`src/wchar_literal_parser_macros.svh`:
```
// Assertion macros shared by the wide-character literal parser RTL.
`ifndef WCHAR_LITERAL_PARSER_MACROS_SVH
`define WCHAR_LITERAL_PARSER_MACROS_SVH

// Same-cycle implication, checked outside reset.
`define WLP_ASSERT_NOW(lbl, clk, rst_n, ante, cons, msg) \
    lbl: assert property (@(posedge clk) disable iff (!rst_n) (ante) |-> (cons)) \
        else $error(msg);

// Next-cycle implication, checked outside reset.
`define WLP_ASSERT_NEXT(lbl, clk, rst_n, ante, cons, msg) \
    lbl: assert property (@(posedge clk) disable iff (!rst_n) (ante) |=> (cons)) \
        else $error(msg);

`endif

```
`src/wlp_pkg.sv`:
```
// Types, codes and character helpers for the wide-character literal parser.
`timescale 1ns / 1ps
package wlp_pkg;

    localparam int CharW  = 8;
    localparam int CodeW  = 16;
    localparam int CountW = 4;
    localparam int PhaseW = 4;

    localparam logic [PhaseW-1:0] PH_IDLE      = 4'd0;
    localparam logic [PhaseW-1:0] PH_PREFIX    = 4'd1;
    localparam logic [PhaseW-1:0] PH_BODY      = 4'd2;
    localparam logic [PhaseW-1:0] PH_CLOSE_ONE = 4'd3;
    localparam logic [PhaseW-1:0] PH_ESC1      = 4'd4;
    localparam logic [PhaseW-1:0] PH_ESC2      = 4'd5;
    localparam logic [PhaseW-1:0] PH_HEX3      = 4'd6;
    localparam logic [PhaseW-1:0] PH_HEX4      = 4'd7;
    localparam logic [PhaseW-1:0] PH_CLOSE_HEX = 4'd8;

    localparam logic [CharW-1:0] QUOTE_BYTE  = 8'h22;
    localparam logic [CharW-1:0] DOLLAR_BYTE = 8'h24;
    localparam logic [CharW-1:0] W_BYTE      = 8'h57;
    localparam logic [CountW-1:0] PREFIX_LEN = 4'd7;
    localparam logic [CountW-1:0] MAX_POS    = 4'd12;

    typedef struct packed {
        logic              error;
        logic [CountW-1:0] consumed;
        logic [CodeW-1:0]  code_point;
    } wlp_result_t;

    // Expected byte of "WCHAR#" plus opening quote at a given position.
    function automatic logic [CharW-1:0] prefix_char(input logic [CountW-1:0] pos);
        logic [CharW-1:0] c;
        case (pos)
            4'd0:    c = 8'h57; // W
            4'd1:    c = 8'h43; // C
            4'd2:    c = 8'h48; // H
            4'd3:    c = 8'h41; // A
            4'd4:    c = 8'h52; // R
            4'd5:    c = 8'h23; // #
            4'd6:    c = QUOTE_BYTE;
            default: c = 8'h00;
        endcase
        return c;
    endfunction

    // {valid, nibble}
    function automatic logic [4:0] hex_digit(input logic [CharW-1:0] c);
        logic [4:0] r;
        if (c inside {[8'h30:8'h39]}) begin
            r = {1'b1, c[3:0]};
        end else if (c inside {[8'h41:8'h46], [8'h61:8'h66]}) begin
            r = {1'b1, c[3:0] + 4'd9};
        end else begin
            r = 5'd0;
        end
        return r;
    endfunction

    // {valid, value}; letters are folded to upper case first
    function automatic logic [8:0] control_value(input logic [CharW-1:0] c);
        logic [CharW-1:0] u;
        logic [8:0]       r;
        u = (c inside {[8'h61:8'h7A]}) ? (c - 8'h20) : c;
        case (u)
            DOLLAR_BYTE: r = {1'b1, 8'h24};
            QUOTE_BYTE:  r = {1'b1, 8'h22};
            8'h4C:       r = {1'b1, 8'h0A}; // L
            8'h4E:       r = {1'b1, 8'h0A}; // N
            8'h50:       r = {1'b1, 8'h0C}; // P
            8'h52:       r = {1'b1, 8'h0D}; // R
            8'h54:       r = {1'b1, 8'h09}; // T
            default:     r = 9'd0;
        endcase
        return r;
    endfunction

endpackage

```
`src/wlp_in_stage.sv`:
```
// Input register for incoming character beats.
`timescale 1ns / 1ps
module wlp_in_stage (
    input  logic                      clk,
    input  logic                      rst_n,
    input  logic                      s_tvalid,
    output logic                      s_tready,
    input  logic [wlp_pkg::CharW-1:0] s_tdata,
    input  logic                      take,
    output logic                      held_valid,
    output logic [wlp_pkg::CharW-1:0] held_byte
);
    import wlp_pkg::*;

    logic             valid_reg, valid_next;
    logic [CharW-1:0] byte_reg;

    assign s_tready   = !valid_reg || take;
    assign held_valid = valid_reg;
    assign held_byte  = byte_reg;

    always_comb
    begin
        valid_next = valid_reg;
        if (s_tvalid && s_tready)
        begin
            valid_next = 1'b1;
        end
        else if (take)
        begin
            valid_next = 1'b0;
        end
    end

    always_ff @(posedge clk or negedge rst_n)
    begin
        if (!rst_n)
        begin
            valid_reg <= 1'b0;
        end
        else
        begin
            valid_reg <= valid_next;
        end
    end

    always_ff @(posedge clk)
    begin
        if (s_tvalid && s_tready)
        begin
            byte_reg <= s_tdata;
        end
    end

endmodule

```
`src/wlp_lexer.sv`:
```
// Literal recognizer: running state and per-byte decode.
`timescale 1ns / 1ps
`include "wchar_literal_parser_macros.svh"
module wlp_lexer (
    input  logic                      clk,
    input  logic                      rst_n,
    input  logic                      step,
    input  logic [wlp_pkg::CharW-1:0] char_byte,
    output logic                      res_valid,
    output wlp_pkg::wlp_result_t      res
);
    import wlp_pkg::*;

    logic [PhaseW-1:0] phase_reg, phase_next;
    logic [CountW-1:0] pos_reg, pos_next;
    logic [CharW-1:0]  held_reg, held_next;
    logic [CodeW-1:0]  hex_reg, hex_next;

    always_comb
    begin
        logic [4:0]        d1;
        logic [4:0]        d2;
        logic [8:0]        cv;
        logic [CountW-1:0] pos_inc;
        logic              emit;
        logic              fail;
        logic [CodeW-1:0]  value;

        d1      = hex_digit(held_reg);
        d2      = hex_digit(char_byte);
        cv      = control_value(held_reg);
        pos_inc = pos_reg + 4'd1;
        emit    = 1'b0;
        fail    = 1'b0;
        value   = '0;

        phase_next = phase_reg;
        pos_next   = pos_reg;
        held_next  = held_reg;
        hex_next   = hex_reg;

        if (step)
        begin
            case (phase_reg)
                PH_IDLE:
                begin
                    if (char_byte == QUOTE_BYTE)
                    begin
                        phase_next = PH_BODY;
                        pos_next   = 4'd1;
                    end
                    else if (char_byte == W_BYTE)
                    begin
                        phase_next = PH_PREFIX;
                        pos_next   = 4'd1;
                    end
                    else
                    begin
                        fail = 1'b1;
                    end
                end
                PH_PREFIX:
                begin
                    if (pos_reg >= PREFIX_LEN || char_byte != prefix_char(pos_reg))
                    begin
                        fail = 1'b1;
                    end
                    else
                    begin
                        pos_next = pos_inc;
                        if (pos_inc == PREFIX_LEN)
                        begin
                            phase_next = PH_BODY;
                        end
                    end
                end
                PH_BODY:
                begin
                    if (char_byte == QUOTE_BYTE)
                    begin
                        emit = 1'b1;
                    end
                    else
                    begin
                        held_next  = char_byte;
                        pos_next   = pos_inc;
                        phase_next = (char_byte == DOLLAR_BYTE) ? PH_ESC1 : PH_CLOSE_ONE;
                    end
                end
                PH_CLOSE_ONE:
                begin
                    if (char_byte != QUOTE_BYTE)
                    begin
                        fail = 1'b1;
                    end
                    else
                    begin
                        emit  = 1'b1;
                        value = {8'd0, held_reg};
                    end
                end
                PH_ESC1:
                begin
                    held_next  = char_byte;
                    pos_next   = pos_inc;
                    phase_next = PH_ESC2;
                end
                PH_ESC2:
                begin
                    // quote here means a single control letter, else two hex digits
                    if (char_byte == QUOTE_BYTE)
                    begin
                        if (!cv[8])
                        begin
                            fail = 1'b1;
                        end
                        else
                        begin
                            emit  = 1'b1;
                            value = {8'd0, cv[7:0]};
                        end
                    end
                    else if (!d1[4] || !d2[4])
                    begin
                        fail = 1'b1;
                    end
                    else
                    begin
                        hex_next   = {8'd0, d1[3:0], d2[3:0]};
                        pos_next   = pos_inc;
                        phase_next = PH_HEX3;
                    end
                end
                PH_HEX3, PH_HEX4:
                begin
                    if (!d2[4])
                    begin
                        fail = 1'b1;
                    end
                    else
                    begin
                        hex_next   = {hex_reg[CodeW-5:0], d2[3:0]};
                        pos_next   = pos_inc;
                        phase_next = (phase_reg == PH_HEX3) ? PH_HEX4 : PH_CLOSE_HEX;
                    end
                end
                PH_CLOSE_HEX:
                begin
                    if (char_byte != QUOTE_BYTE)
                    begin
                        fail = 1'b1;
                    end
                    else
                    begin
                        emit  = 1'b1;
                        value = hex_reg;
                    end
                end
                default:
                begin
                    fail = 1'b1;
                end
            endcase

            if (emit || fail)
            begin
                phase_next = PH_IDLE;
                pos_next   = '0;
                held_next  = '0;
                hex_next   = '0;
            end
        end

        res_valid      = emit || fail;
        res.error      = fail;
        res.consumed   = emit ? pos_inc : '0;
        res.code_point = emit ? value : '0;
    end

    always_ff @(posedge clk or negedge rst_n)
    begin
        if (!rst_n)
        begin
            phase_reg <= PH_IDLE;
            pos_reg   <= '0;
            held_reg  <= '0;
            hex_reg   <= '0;
        end
        else
        begin
            phase_reg <= phase_next;
            pos_reg   <= pos_next;
            held_reg  <= held_next;
            hex_reg   <= hex_next;
        end
    end

    `WLP_ASSERT_NOW(a_err_payload_zero, clk, rst_n, res_valid && res.error,
        res.code_point == '0 && res.consumed == '0, "error beat with nonzero payload")
    `WLP_ASSERT_NOW(a_ok_has_count, clk, rst_n, res_valid && !res.error,
        res.consumed >= 4'd2, "good literal shorter than two bytes")
    `WLP_ASSERT_NEXT(a_idle_after_result, clk, rst_n, res_valid,
        phase_reg == PH_IDLE && pos_reg == '0, "not idle after a result")
    `WLP_ASSERT_NOW(a_pos_bound, clk, rst_n, 1'b1,
        pos_reg <= MAX_POS, "position beyond longest literal")

endmodule

```
`src/wlp_out_fifo.sv`:
```
// Two-entry result buffer on the master side.
`timescale 1ns / 1ps
`include "wchar_literal_parser_macros.svh"
module wlp_out_fifo (
    input  logic                 clk,
    input  logic                 rst_n,
    input  logic                 push,
    input  wlp_pkg::wlp_result_t push_data,
    output logic                 full,
    output logic                 pop_valid,
    input  logic                 pop_ready,
    output wlp_pkg::wlp_result_t pop_data
);
    import wlp_pkg::*;

    wlp_result_t mem_reg [2];
    logic        wr_ptr_reg, wr_ptr_next;
    logic        rd_ptr_reg, rd_ptr_next;
    logic [1:0]  count_reg, count_next;
    logic        pop;

    assign full      = (count_reg == 2'd2);
    assign pop_valid = (count_reg != 2'd0);
    assign pop_data  = mem_reg[rd_ptr_reg];
    assign pop       = pop_valid && pop_ready;

    always_comb
    begin
        wr_ptr_next = push ? !wr_ptr_reg : wr_ptr_reg;
        rd_ptr_next = pop ? !rd_ptr_reg : rd_ptr_reg;
        count_next  = count_reg + {1'b0, push} - {1'b0, pop};
    end

    always_ff @(posedge clk or negedge rst_n)
    begin
        if (!rst_n)
        begin
            wr_ptr_reg <= 1'b0;
            rd_ptr_reg <= 1'b0;
            count_reg  <= 2'd0;
        end
        else
        begin
            wr_ptr_reg <= wr_ptr_next;
            rd_ptr_reg <= rd_ptr_next;
            count_reg  <= count_next;
        end
    end

    always_ff @(posedge clk)
    begin
        if (push)
        begin
            mem_reg[wr_ptr_reg] <= push_data;
        end
    end

    `WLP_ASSERT_NOW(a_no_overflow, clk, rst_n, full, !push, "push into full result buffer")
    `WLP_ASSERT_NOW(a_ptr_count, clk, rst_n, 1'b1,
        (count_reg == 2'd1) == (wr_ptr_reg != rd_ptr_reg), "pointers disagree with count")

endmodule

```
`src/wchar_literal_parser.sv`:
```
// Top level of the wide-character literal parser.
//
// Usage: bytes of literal text arrive one per beat on s_tdata[7:0]. Each
// literal is an optional WCHAR# prefix, a quote, an empty body, one plain
// byte, a $ control letter or $ with four hex digits, and a closing quote.
// The closing quote yields one result beat: m_tdata carries code_point and
// consumed, m_tuser carries error. The first byte that breaks the pattern
// yields a result beat with error set; the following byte starts afresh.
// A result goes from the input register through the decode into the
// result buffer and reaches m_tvalid once stored, behind older results.
// Throughput: one byte per cycle while the result buffer has room; the
// input register, combinational decode and two-entry buffer keep bytes moving.
// Stall: when the receiver holds m_tready low the buffer fills and
// s_tready drops; no beat is lost. s_tready does not depend on m_tready
// combinationally.
// Reset: rst_n clears the parser to idle and empties both stages.
`timescale 1ns / 1ps
module wchar_literal_parser (
    input  logic        clk,
    input  logic        rst_n,
    input  logic        s_tvalid,
    output logic        s_tready,
    input  logic [7:0]  s_tdata,   // [7:0] char_byte
    output logic        m_tvalid,
    input  logic        m_tready,
    output logic [23:0] m_tdata,   // [15:0] code_point, [19:16] consumed, [23:20] zero
    output logic        m_tuser    // [0] error
);
    import wlp_pkg::*;

    logic             held_valid;
    logic [CharW-1:0] held_byte;
    logic             fifo_full;
    logic             step;
    logic             res_valid;
    wlp_result_t      res;
    wlp_result_t      out_res;

    assign step = held_valid && !fifo_full;

    wlp_in_stage u_in (
        .clk        (clk),
        .rst_n      (rst_n),
        .s_tvalid   (s_tvalid),
        .s_tready   (s_tready),
        .s_tdata    (s_tdata),
        .take       (step),
        .held_valid (held_valid),
        .held_byte  (held_byte)
    );

    wlp_lexer u_lexer (
        .clk       (clk),
        .rst_n     (rst_n),
        .step      (step),
        .char_byte (held_byte),
        .res_valid (res_valid),
        .res       (res)
    );

    wlp_out_fifo u_out (
        .clk       (clk),
        .rst_n     (rst_n),
        .push      (res_valid),
        .push_data (res),
        .full      (fifo_full),
        .pop_valid (m_tvalid),
        .pop_ready (m_tready),
        .pop_data  (out_res)
    );

    assign m_tdata = {4'd0, out_res.consumed, out_res.code_point};
    assign m_tuser = out_res.error;

endmodule
```
`config.mk`:
```
export PLATFORM = sky130hd
export DESIGN_NAME = wchar_literal_parser
export DESIGN_NICKNAME = d
export VERILOG_FILES = /design/src/wlp_pkg.sv /design/src/wlp_in_stage.sv /design/src/wlp_lexer.sv /design/src/wlp_out_fifo.sv /design/src/wchar_literal_parser.sv
export VERILOG_INCLUDE_DIRS = /design/src /design/src/src
export SDC_FILE = /design/constraint.sdc
export NUM_CORES = 1
export LEC_CHECK = 0
export BUFFER_PORTS_ARGS = -buffer_cell sky130_fd_sc_hd__buf_2
export CORE_MARGIN = 3
export CORE_UTILIZATION = 59
export CTS_CLUSTER_DIAMETER = 50
export DETAILED_ROUTE_END_ITERATION = 16
export PLACE_DENSITY = 0.88
export SYNTH_ARGS = -nofsm -noshare
export SYNTH_HDL_FRONTEND = slang
export SYNTH_HIERARCHICAL = 1
export SYNTH_SLANG_ARGS = --single-unit
export TNS_END_PERCENT = 30
```
`constraint.sdc`:
```
create_clock -name clk -period 8.5 [get_ports clk]
set_input_delay 0.85 -clock clk [delete_from_list [all_inputs] [get_ports clk]]
set_output_delay 0.85 -clock clk [all_outputs]
set_load 0.02 [all_outputs]
```
-- Yosys cells after proc, flatten, opt, wreduce, memory -nomap -nowiden
Memories as Yosys holds them, arrays and structs flattened.
Index checks and enable logic that the tools add are counted.
W data, S select, Z words.
- multiplexer cells: 67
- reductions and logical operators: 38
- equal/unequal tests: 35
- add/sub/neg operators: 6
- order comparisons: 14
- operator list (cell ; number):
    $mux W16 ; 8
    $mux W4 ; 18
    $mux W8 ; 7
    $pmux W9 S6 ; 1
    $pmux W7 S7 ; 1
    $eq A8 B7 Y1 const B ; 6
    $pmux W16 S3 ; 1
    $pmux W4 S6 ; 2
    $le A8 B7 Y1 const B ; 5
    $eq A4 B3 Y1 const B ; 8
    $eq A8 B6 Y1 const B ; 4
    $ge A8 B7 Y1 const B ; 4
    $pmux W16 S2 ; 1
    $mux W1 ; 20
    $mux W5 ; 4
    $eq A4 B2 Y1 const B ; 4
    $ge A8 B6 Y1 const B ; 2
    $le A8 B6 Y1 const B ; 2
    $pmux W8 S2 ; 1
    $ne A3 B3 Y1 const B ; 4
    $logic_and A1 B1 Y1 ; 10
    $reduce_and A9 Y1 ; 1
    $add A4 B4 Y4 const B ; 2
    $eq A4 B1 Y1 const B ; 2
    other kinds (24) ; 42
- bits in writable memories: 42
- bits of input ports: 12
- register bits: 45
- output and inout port bits: 27
- memories kept: 1
- word-level logic and storage cells: 170
- memories (memory ; depth ; width ; rd ports ; clocked after Yosys merged registers in ; wr ports ; RTL line ; source):
    u_out.mem_reg ; 2 ; 21 ; 1 ; 0 ; 1 ; wlp_out_fifo.sv:16 ; wlp_result_t mem_reg [2];

-- Depth between registers and ports, before layout
Gate-level depths: netlist of the first run.
- word-level depth: 15
- depth in mapped cells: 13
- depth with buffers taken out: 12

-- Hierarchy
The synthesis of the first run kept the hierarchy.
- modules (own cells, without submodules) (module ; times used ; cells an instance ; area an instance (µm²) ; sequential area each (µm²)):
    wlp_lexer ; 1 ; 335 ; 2915.3 ; 800.8
    wlp_out_fifo ; 1 ; 82 ; 1720.4 ; 1361.3
    wlp_in_stage ; 1 ; 12 ; 294.0 ; 265.3
    wchar_literal_parser ; 1 ; 6 ; 47.5 ; 0.0

-- Worst setup path before layout of the first run
Ideal clock, no wire load.
- path type: reg-to-reg
- from: register u_lexer.held_reg[0]
- to: memory u_out/mem_reg[0][0] in the netlist's numbering, enable pin
- clock period less this slack: 4080 ps
- cell stages (with the launch flop): 11
- slack: 4420 ps
- arrival: 3679 ps
- data required time: 8099 ps
- path buffers: 0
- library setup time: 401 ps
- path through: dfrtp_1 > inv_1 > ha_1 > or4b_1 > o2111ai_1 > o21ba_2 > o211a_1 > o31ai_4 > nor3_1 > nor2_1 > nor2b_1
- cells in the longest elaborated chain, start to end: 15
- elaborated cells on any way between the ends: 41
- classes of those cells: 1 x add/sub; 7 x order compare; 7 x eq/ne; 17 x mux; 9 x reduce/logical
- ends and longest elaborated chain (element ; RTL line ; source):
    from (decl) ; wlp_lexer.sv:16 ; logic [CharW-1:0] held_reg, held_next;
    from (signal assigned) ; wlp_lexer.sv:193 ; held_reg <= held_next;
    parallel branches: the longest is 12 deep, another holds $ge A8 B7 Y1 ; -- ;
    $logic_or A1 B1 Y1 (*) ; wlp_lexer.sv:174 ; res_valid = emit || fail;
    via res_valid ; wchar_literal_parser.sv:35 ; logic res_valid;
    $mux W1 (*) ; wlp_out_fifo.sv:52 ; if (push)
    $mux W1 (implied by the code) (*) ; wlp_out_fifo.sv:54 ; mem_reg[wr_ptr_reg] <= push_data;
    to (decl) ; wlp_out_fifo.sv:16 ;
Mark *: on every way through the listed nets, which the timed path passes. The select of a mux whose other input is x is not followed.

-- Final worst setup path of the first run
- from: register u_lexer.held_reg[0]
- to: memory u_out/mem_reg[0][3] in the netlist's numbering, enable pin
Same word-level chain as after synthesis.

==> flow_metrics.py, run 1 <==
metrics = {
    "synth": {
        "synthAdderAreaFrac_pct": 4.525,
        "muxShareOfSynthArea_pct": 5.354,
        "ys.warnings.count": 6,
        "synth_area_um2": 4977,
        "synth_edf_count": 50,
        "synth_area_per_cell_um2": 11.44,
        "ys.flop_type": "edfxtp_1",
        "synth_top_family_by_area": "compound AO/OA/AOI/OAI gates",
        "synthCells": 435,
        "ys_seq_elements": 87,
        "synthSimpleGateAreaFrac_pct": 15.66,
        "synth-async-reset-ratio_pct": 42.53,
        "synth-xor-area-share_pct": 2.464,
        "yosysSeqAreaShare_pct": 48.77,
        "synth_compound_area_share_pct": 19.00,
        "yosys.cell_types.count": 82,
    },
    "cells_and_area": {
        "largest_reg_flops": 42,
        "final_common_cell": "edfxtp_1",
        "drive_above_1_share_pct": 21.34,
        "area_growth_pct": 7.139,
        "fillCellCount": 603,
        "diodes": 0,
        "final_area_um2": 5333,
        "most-common-layout-cells": "50 x edfxtp_1, 37 x dfrtp_1, 34 x buf_2, 30 x nor2_1",
        "final_nets": 489,
    },
    "placement": {
        "gp_congestion": 0.9402,
        "numPortBuffers": 34,
        "hpwl_mm": 7.532,
        "postPlaceCellArea_um2": 5154,
    },
    "detailed_routing": {
        "drt_pass1_iterations": 6,
        "drc": 0,
        "viasPerCell": 6.375,
        "drt_iter0_drc": 284,
        "postRouteAntennaNets": 0,
        "routed_wl_mm": 10.72,
        "wl_per_cell_um": 18.94,
        "vias": 3608,
    },
    "global_routing": {
        "grt_antenna_before_repair": 0,
        "grt_pass1_wl_mm": 17.64,
        "grt_pass1_vias": 3465,
        "grt_use_total_pct": 22.70,
        "grt_max_degree": 38,
        "overflow": 0,
    },
    "timing": {
        "fin_crit_ns": 4.313,
        "finalHoldViolCount": 0,
        "drv_slew": 0,
        "max_freq_mhz": 231.9,
        "rsz0062_at_grt": "no",
        "fin_skew_ns": 0.01866,
        "fin_crit_sh_pct": 50.74,
        "tightest_slew_ns": 1.086,
        "finalSetupTns_ns": 0,
        "relSlewSlack_pct": 27.06,
        "finalSetupViolations": 0,
    },
    "floorplanning": {
        "die_h_um": 97.85,
        "coreArea_um2": 7968,
        "rows": 32,
        "start_util_pct": 62.47,
        "die_area_um2": 9575,
        "die_width_um": 97.85,
        "io_pins": 39,
    },
    "clocking": {
        "clk_pin_slew_ns": 0.10,
        "cts_resized": 0,
        "cts_hold_buffers": 0,
        "clock-root-buffer": "clkbuf_8",
        "clkSinkCount": 87,
        "htreeDepth": 3,
        "insertion_delay_ns": 0.36,
        "cts_buffers": 9,
        "cts_tree": "yes",
        "clk_path_buf_depth": 2,
        "cts_setup_buffers": 0,
    },
    "worst_hold_path": {
        "hp-class": "register to register",
        "holdPathEnd": "u_lexer/hex_reg[15]",
        "holdPathStages": 1,
        "min_from": "u_lexer/hex_reg[15]",
    },
    "worst_setup_path": {
        "r2r_setup_slack_ns": 4.19,
        "max_stage_delay_ns": 0.88,
        "cp_num_buf_inv": 1,
        "r2r-end": "u_out/mem_reg[0][3]",
        "path_max_fanout": 21,
        "timing.rr.start": "u_lexer/held_reg[0]",
        "cp_top_family": "simple AND/OR/NAND/NOR gates",
        "path_class": "register to register",
        "crit_path_cell_trace": "inv_1 -> ha_1 -> or4b_1 -> o2111ai_1 -> o21ba_2 -> o211a_1 -> o31ai_4 -> nor3_1 -> nor2_1 -> nor2b_2",
        "endpoint_kind": "register",
        "rr_worst_depth": 10,
        "cp_data_required_time_ns": 8.47,
        "start_kind": "register",
        "cp_slowest_cell": "nor2b_2",
        "arrival_ns": 4.29,
    },
    "power": {
        "powerDensity_nw_per_um2": 276.1,
        "p_leak_nw": 2.104,
        "irDropWorstVdd_uv": 153.6,
    },
    "job": {
        "maxCapViolCount": 0,
    },
    "run_status": {
        "status": "completed",
    },
}
[metal layers]
layer / part of all wire [%] / track usage [%] / vias up / wire [um]
li1: - / - / 1698 / -
met1: 43 / 30.89 / 1733 / 4619
met2: 48 / 36.60 / 148 / 5119
met3: 6.2 / 4.286 / 29 / 660
met4: 3.0 / 8.094 / 0 / 322
met5: 0 / 0 / - / 0
[through the flow]
step	std cells	utilization (%)	setup slack [ns]	hold WS (ns)	total power, mW
6_report	566	66.93	4.187	0.5165	1.472
5_1_grt	566	66.93	3.896	0.5264	1.555
4_1_cts	566	66.93	4.154	0.5086	1.481
3_5_place_dp	550	64.68	4.199	0.4888	1.211
3_3_place_gp	550	64.68	4.369	0.4824	1.187
2_1_floorplan	438	-	4.420	0.4555	1.074
[cell usage after synthesis (4+ instances only)]
cell / number / area share (%)
a22o_2: 6 / 1.2
nand2_1: 21 / 1.6
nor4_1: 4 / 0.50
and3_1: 12 / 1.5
inv_1: 17 / 1.3
a32o_1: 5 / 1.0
nand4_1: 7 / 0.88
or2_2: 4 / 0.50
dfrtp_1: 37 / 19
o2bb2ai_1: 10 / 1.8
clkbuf_1: 14 / 1.1
o21ai_0: 10 / 1.0
ha_1: 18 / 4.5
buf_6: 4 / 0.90
a22oi_1: 8 / 1.2
nand2b_1: 4 / 0.50
nor2_1: 30 / 2.3
a22o_1: 7 / 1.2
xor2_1: 4 / 0.70
edfxtp_1: 50 / 30
nor2b_1: 10 / 1.3
xnor2_1: 10 / 1.8
nor3_1: 9 / 0.90
o31ai_1: 4 / 0.60
nand3_1: 7 / 0.70
a21oi_1: 19 / 1.9
and2_1: 5 / 0.63
mux2_2: 21 / 4.8
buf_4: 4 / 0.60
[where the power goes]
part / internal, mW / switching (mW) / leakage [nW]
Combinational: 0.213 / 0.342 / 1.03
Sequential: 0.574 / 0.0782 / 0.986
Clock: 0.111 / 0.154 / 0.0879
Total: 0.897 / 0.575 / 2.10
[cells by family after synthesis]
logic type,after synthesis
fa+ha+maj,18
compound gates,111
buf+inv,42
flops,87
other cells,1
xor+xnor,14
simple gates,138
mux,24
[worst max path at each step]
stage / cells past startpoint / endpoint / slack (ns) / start
6_report: 10 / u_out/mem_reg[0][3] / 4.19 / u_lexer/held_reg[0]
5_1_grt: 10 / u_out/mem_reg[0][3] / 3.90 / u_lexer/held_reg[0]
4_1_cts: 10 / u_out/mem_reg[0][2] / 4.15 / u_lexer/held_reg[0]
3_5_place_dp: 10 / u_out/mem_reg[0][5] / 4.20 / u_lexer/held_reg[0]
3_3_place_gp: 10 / u_out/mem_reg[0][2] / 4.37 / u_lexer/held_reg[0]
2_1_floorplan: 10 / u_out/mem_reg[0][0] / 4.42 / u_lexer/held_reg[0]
[area by class of cell]
type                       count  area [um^2]  area share [%]
timing repair buffer          35        177.7           3.332
sequential                    87         2427           45.52
clock inverter                 6        51.30          0.9620
multi-input combinational    309         2357           44.20
clock buffer                  10        127.6           2.393
tap                          102        127.6           2.393
inverter                      17        63.81           1.197
Note: power is estimated with default switching activity, not from simulation.
==> run 2: changes to the inputs <==
--- a/config.mk
+++ b/config.mk
@@ -8,10 +8,10 @@
 export LEC_CHECK = 0
 export BUFFER_PORTS_ARGS = -buffer_cell sky130_fd_sc_hd__buf_2
 export CORE_MARGIN = 3
-export CORE_UTILIZATION = 59
+export CORE_UTILIZATION = 55
 export CTS_CLUSTER_DIAMETER = 50
 export DETAILED_ROUTE_END_ITERATION = 16
-export PLACE_DENSITY = 0.88
+export PLACE_DENSITY = 0.86
 export SYNTH_ARGS = -nofsm -noshare
 export SYNTH_HDL_FRONTEND = slang
 export SYNTH_HIERARCHICAL = 1
==> constraint.sdc (replaced) <==
create_clock -name clk -period 3.73 [get_ports clk]
set_input_delay 0.373 -clock clk [delete_from_list [all_inputs] [get_ports clk]]
set_output_delay 0.373 -clock clk [all_outputs]
set_load 0.02 [all_outputs]
==> flow_metrics.py, run 2 (synthesis gave the netlist of run 1 again) <==
metrics = {
    "run_status": {
        "status": "completed",
    },
    "detailed_routing": {
        "wl_per_cell_um": 18.83,
        "vias": 3763,
        "viasPerCell": 6.432,
        "drt_pass1_iterations": 5,
        "drc": 0,
        "routed_wl_mm": 11.01,
        "drt_iter0_drc": 494,
        "postRouteAntennaNets": 0,
    },
    "placement": {
        "gp_congestion": 1.009,
        "dp_cells": 569,
        "pre_cts_slack_ns": 0.2533,
        "postPlaceCellArea_um2": 5259,
        "hpwl_mm": 7.780,
        "numPortBuffers": 34,
    },
    "clocking": {
        "clkSinkCount": 87,
        "insertion_delay_ns": 0.36,
        "cts_buffers": 9,
        "htreeDepth": 3,
        "clk_path_buf_depth": 2,
        "cts_tree": "yes",
        "clock-root-buffer": "clkbuf_8",
        "clk_pin_slew_ns": 0.09,
    },
    "timing": {
        "fin_crit_sh_pct": 94.49,
        "finalSetupTns_ns": 0,
        "rsz0062_at_grt": "no",
        "max_freq_mhz": 283.7,
        "timing.hold.ws_ns": 0.1123,
        "relSlewSlack_pct": 42.12,
        "fin_skew_ns": 0.01895,
        "drv_slew": 0,
        "finalHoldViolCount": 0,
        "setup_slack_ns": 0.2054,
        "fin_crit_ns": 3.525,
        "tightest_slew_ns": 0.8681,
        "finalSetupViolations": 0,
    },
    "cells_and_area": {
        "final_area_um2": 5492,
        "most-common-layout-cells": "50 x edfxtp_1, 37 x dfrtp_1, 34 x buf_2, 30 x nor2_1",
        "final_nets": 502,
        "largest_reg_flops": 42,
        "fin_cells": 585,
        "diodes": 0,
        "area_growth_pct": 10.33,
        "drive_above_1_share_pct": 23.48,
        "utilization_pct": 62.66,
        "final_common_cell": "edfxtp_1",
    },
    "worst_setup_path": {
        "cp_data_required_time_ns": 3.76,
        "arrival_ns": 3.56,
        "endpoint_kind": "register",
        "crit_start": "u_lexer/held_reg[0]",
        "rr_worst_depth": 11,
        "start_kind": "register",
        "timing.rr.start": "u_lexer/held_reg[0]",
        "path_max_fanout": 21,
        "path_class": "register to register",
    },
    "worst_hold_path": {
        "hp-class": "input pin to async pin",
    },
    "floorplanning": {
        "coreArea_um2": 8763,
        "start_util_pct": 56.80,
        "die_width_um": 101.1,
        "io_pins": 39,
        "rows": 34,
        "die_h_um": 101.1,
        "die_area_um2": 10230,
    },
    "global_routing": {
        "grt_pass1_wl_mm": 17.64,
        "grt_antenna_before_repair": 0,
        "grt_max_degree": 38,
        "overflow": 0,
        "grt_use_total_pct": 21.73,
        "grt_pass1_vias": 3607,
    },
    "power": {
        "powerDensity_nw_per_um2": 643.3,
        "irDropWorstVdd_uv": 293.3,
        "total_power_mw": 3.533,
        "p_leak_nw": 2.195,
    },
    "job": {
        "maxCapViolCount": 0,
    },
}
## run 2: final timing paths
path	to	slack (ns)
worst max-delay path	u_out/mem_reg[0][14]	0.21
worst min-delay path	u_in/held_valid	0.11
worst max register to register	u_out/mem_reg[0][14]	0.21
worst min register to register	u_out/wr_ptr_reg	0.51
max in group asynchronous	u_lexer/held_reg[6]	3.07
min in group clk	u_in/held_byte[4]	0.19
## run 2: where the power goes
| part | total, mW | internal [mW] | switching (mW) |
|---|---|---|---|
| clock | 0.726 | 0.383 | 0.343 |
| sequential | 1.46 | 1.30 | 0.152 |
| combinational | 1.35 | 0.525 | 0.825 |
| total | 3.53 | 2.21 | 1.32 |
## run 2: cell type report
class                      instances  area [um^2]
tap                              108        135.1
clock buffer                      10        127.6
fill                             669         3272
inverter                          17        63.81
multi-input combinational        309         2369
sequential                        87         2427
timing repair buffer              48        275.3
clock inverter                     6        93.84
## run 2: critical path, stage by stage (launching register included)
cell and delay [ns]:
dfrtp_1 0.47, inv_1 0.14, ha_1 0.27, or4b_1 0.54, o2111ai_1 0.22, o21ba_2 0.22, o211a_1 0.27, o31ai_4 0.25
nor3_1 0.09, nor2_1 0.24, nor2b_2 0.20, buf_4 0.29
## run 2: routing by layer
metal / wire, um / vias to the layer above / share of wire (%) / global-route usage, %
li1: - / 1716 / - / -
met1: 4651 / 1806 / 42 / 29.81
met2: 5153 / 211 / 47 / 34.41
met3: 979 / 30 / 8.9 / 4.201
met4: 229 / 0 / 2.1 / 8.282
met5: 0 / - / 0 / 0
## run 2: repair_timing
action	4_1_cts	5_1_grt
buffers inserted	0	0
setup endpoints to repair	0	42
gates resized for setup	0	1
hold buffers	0	0
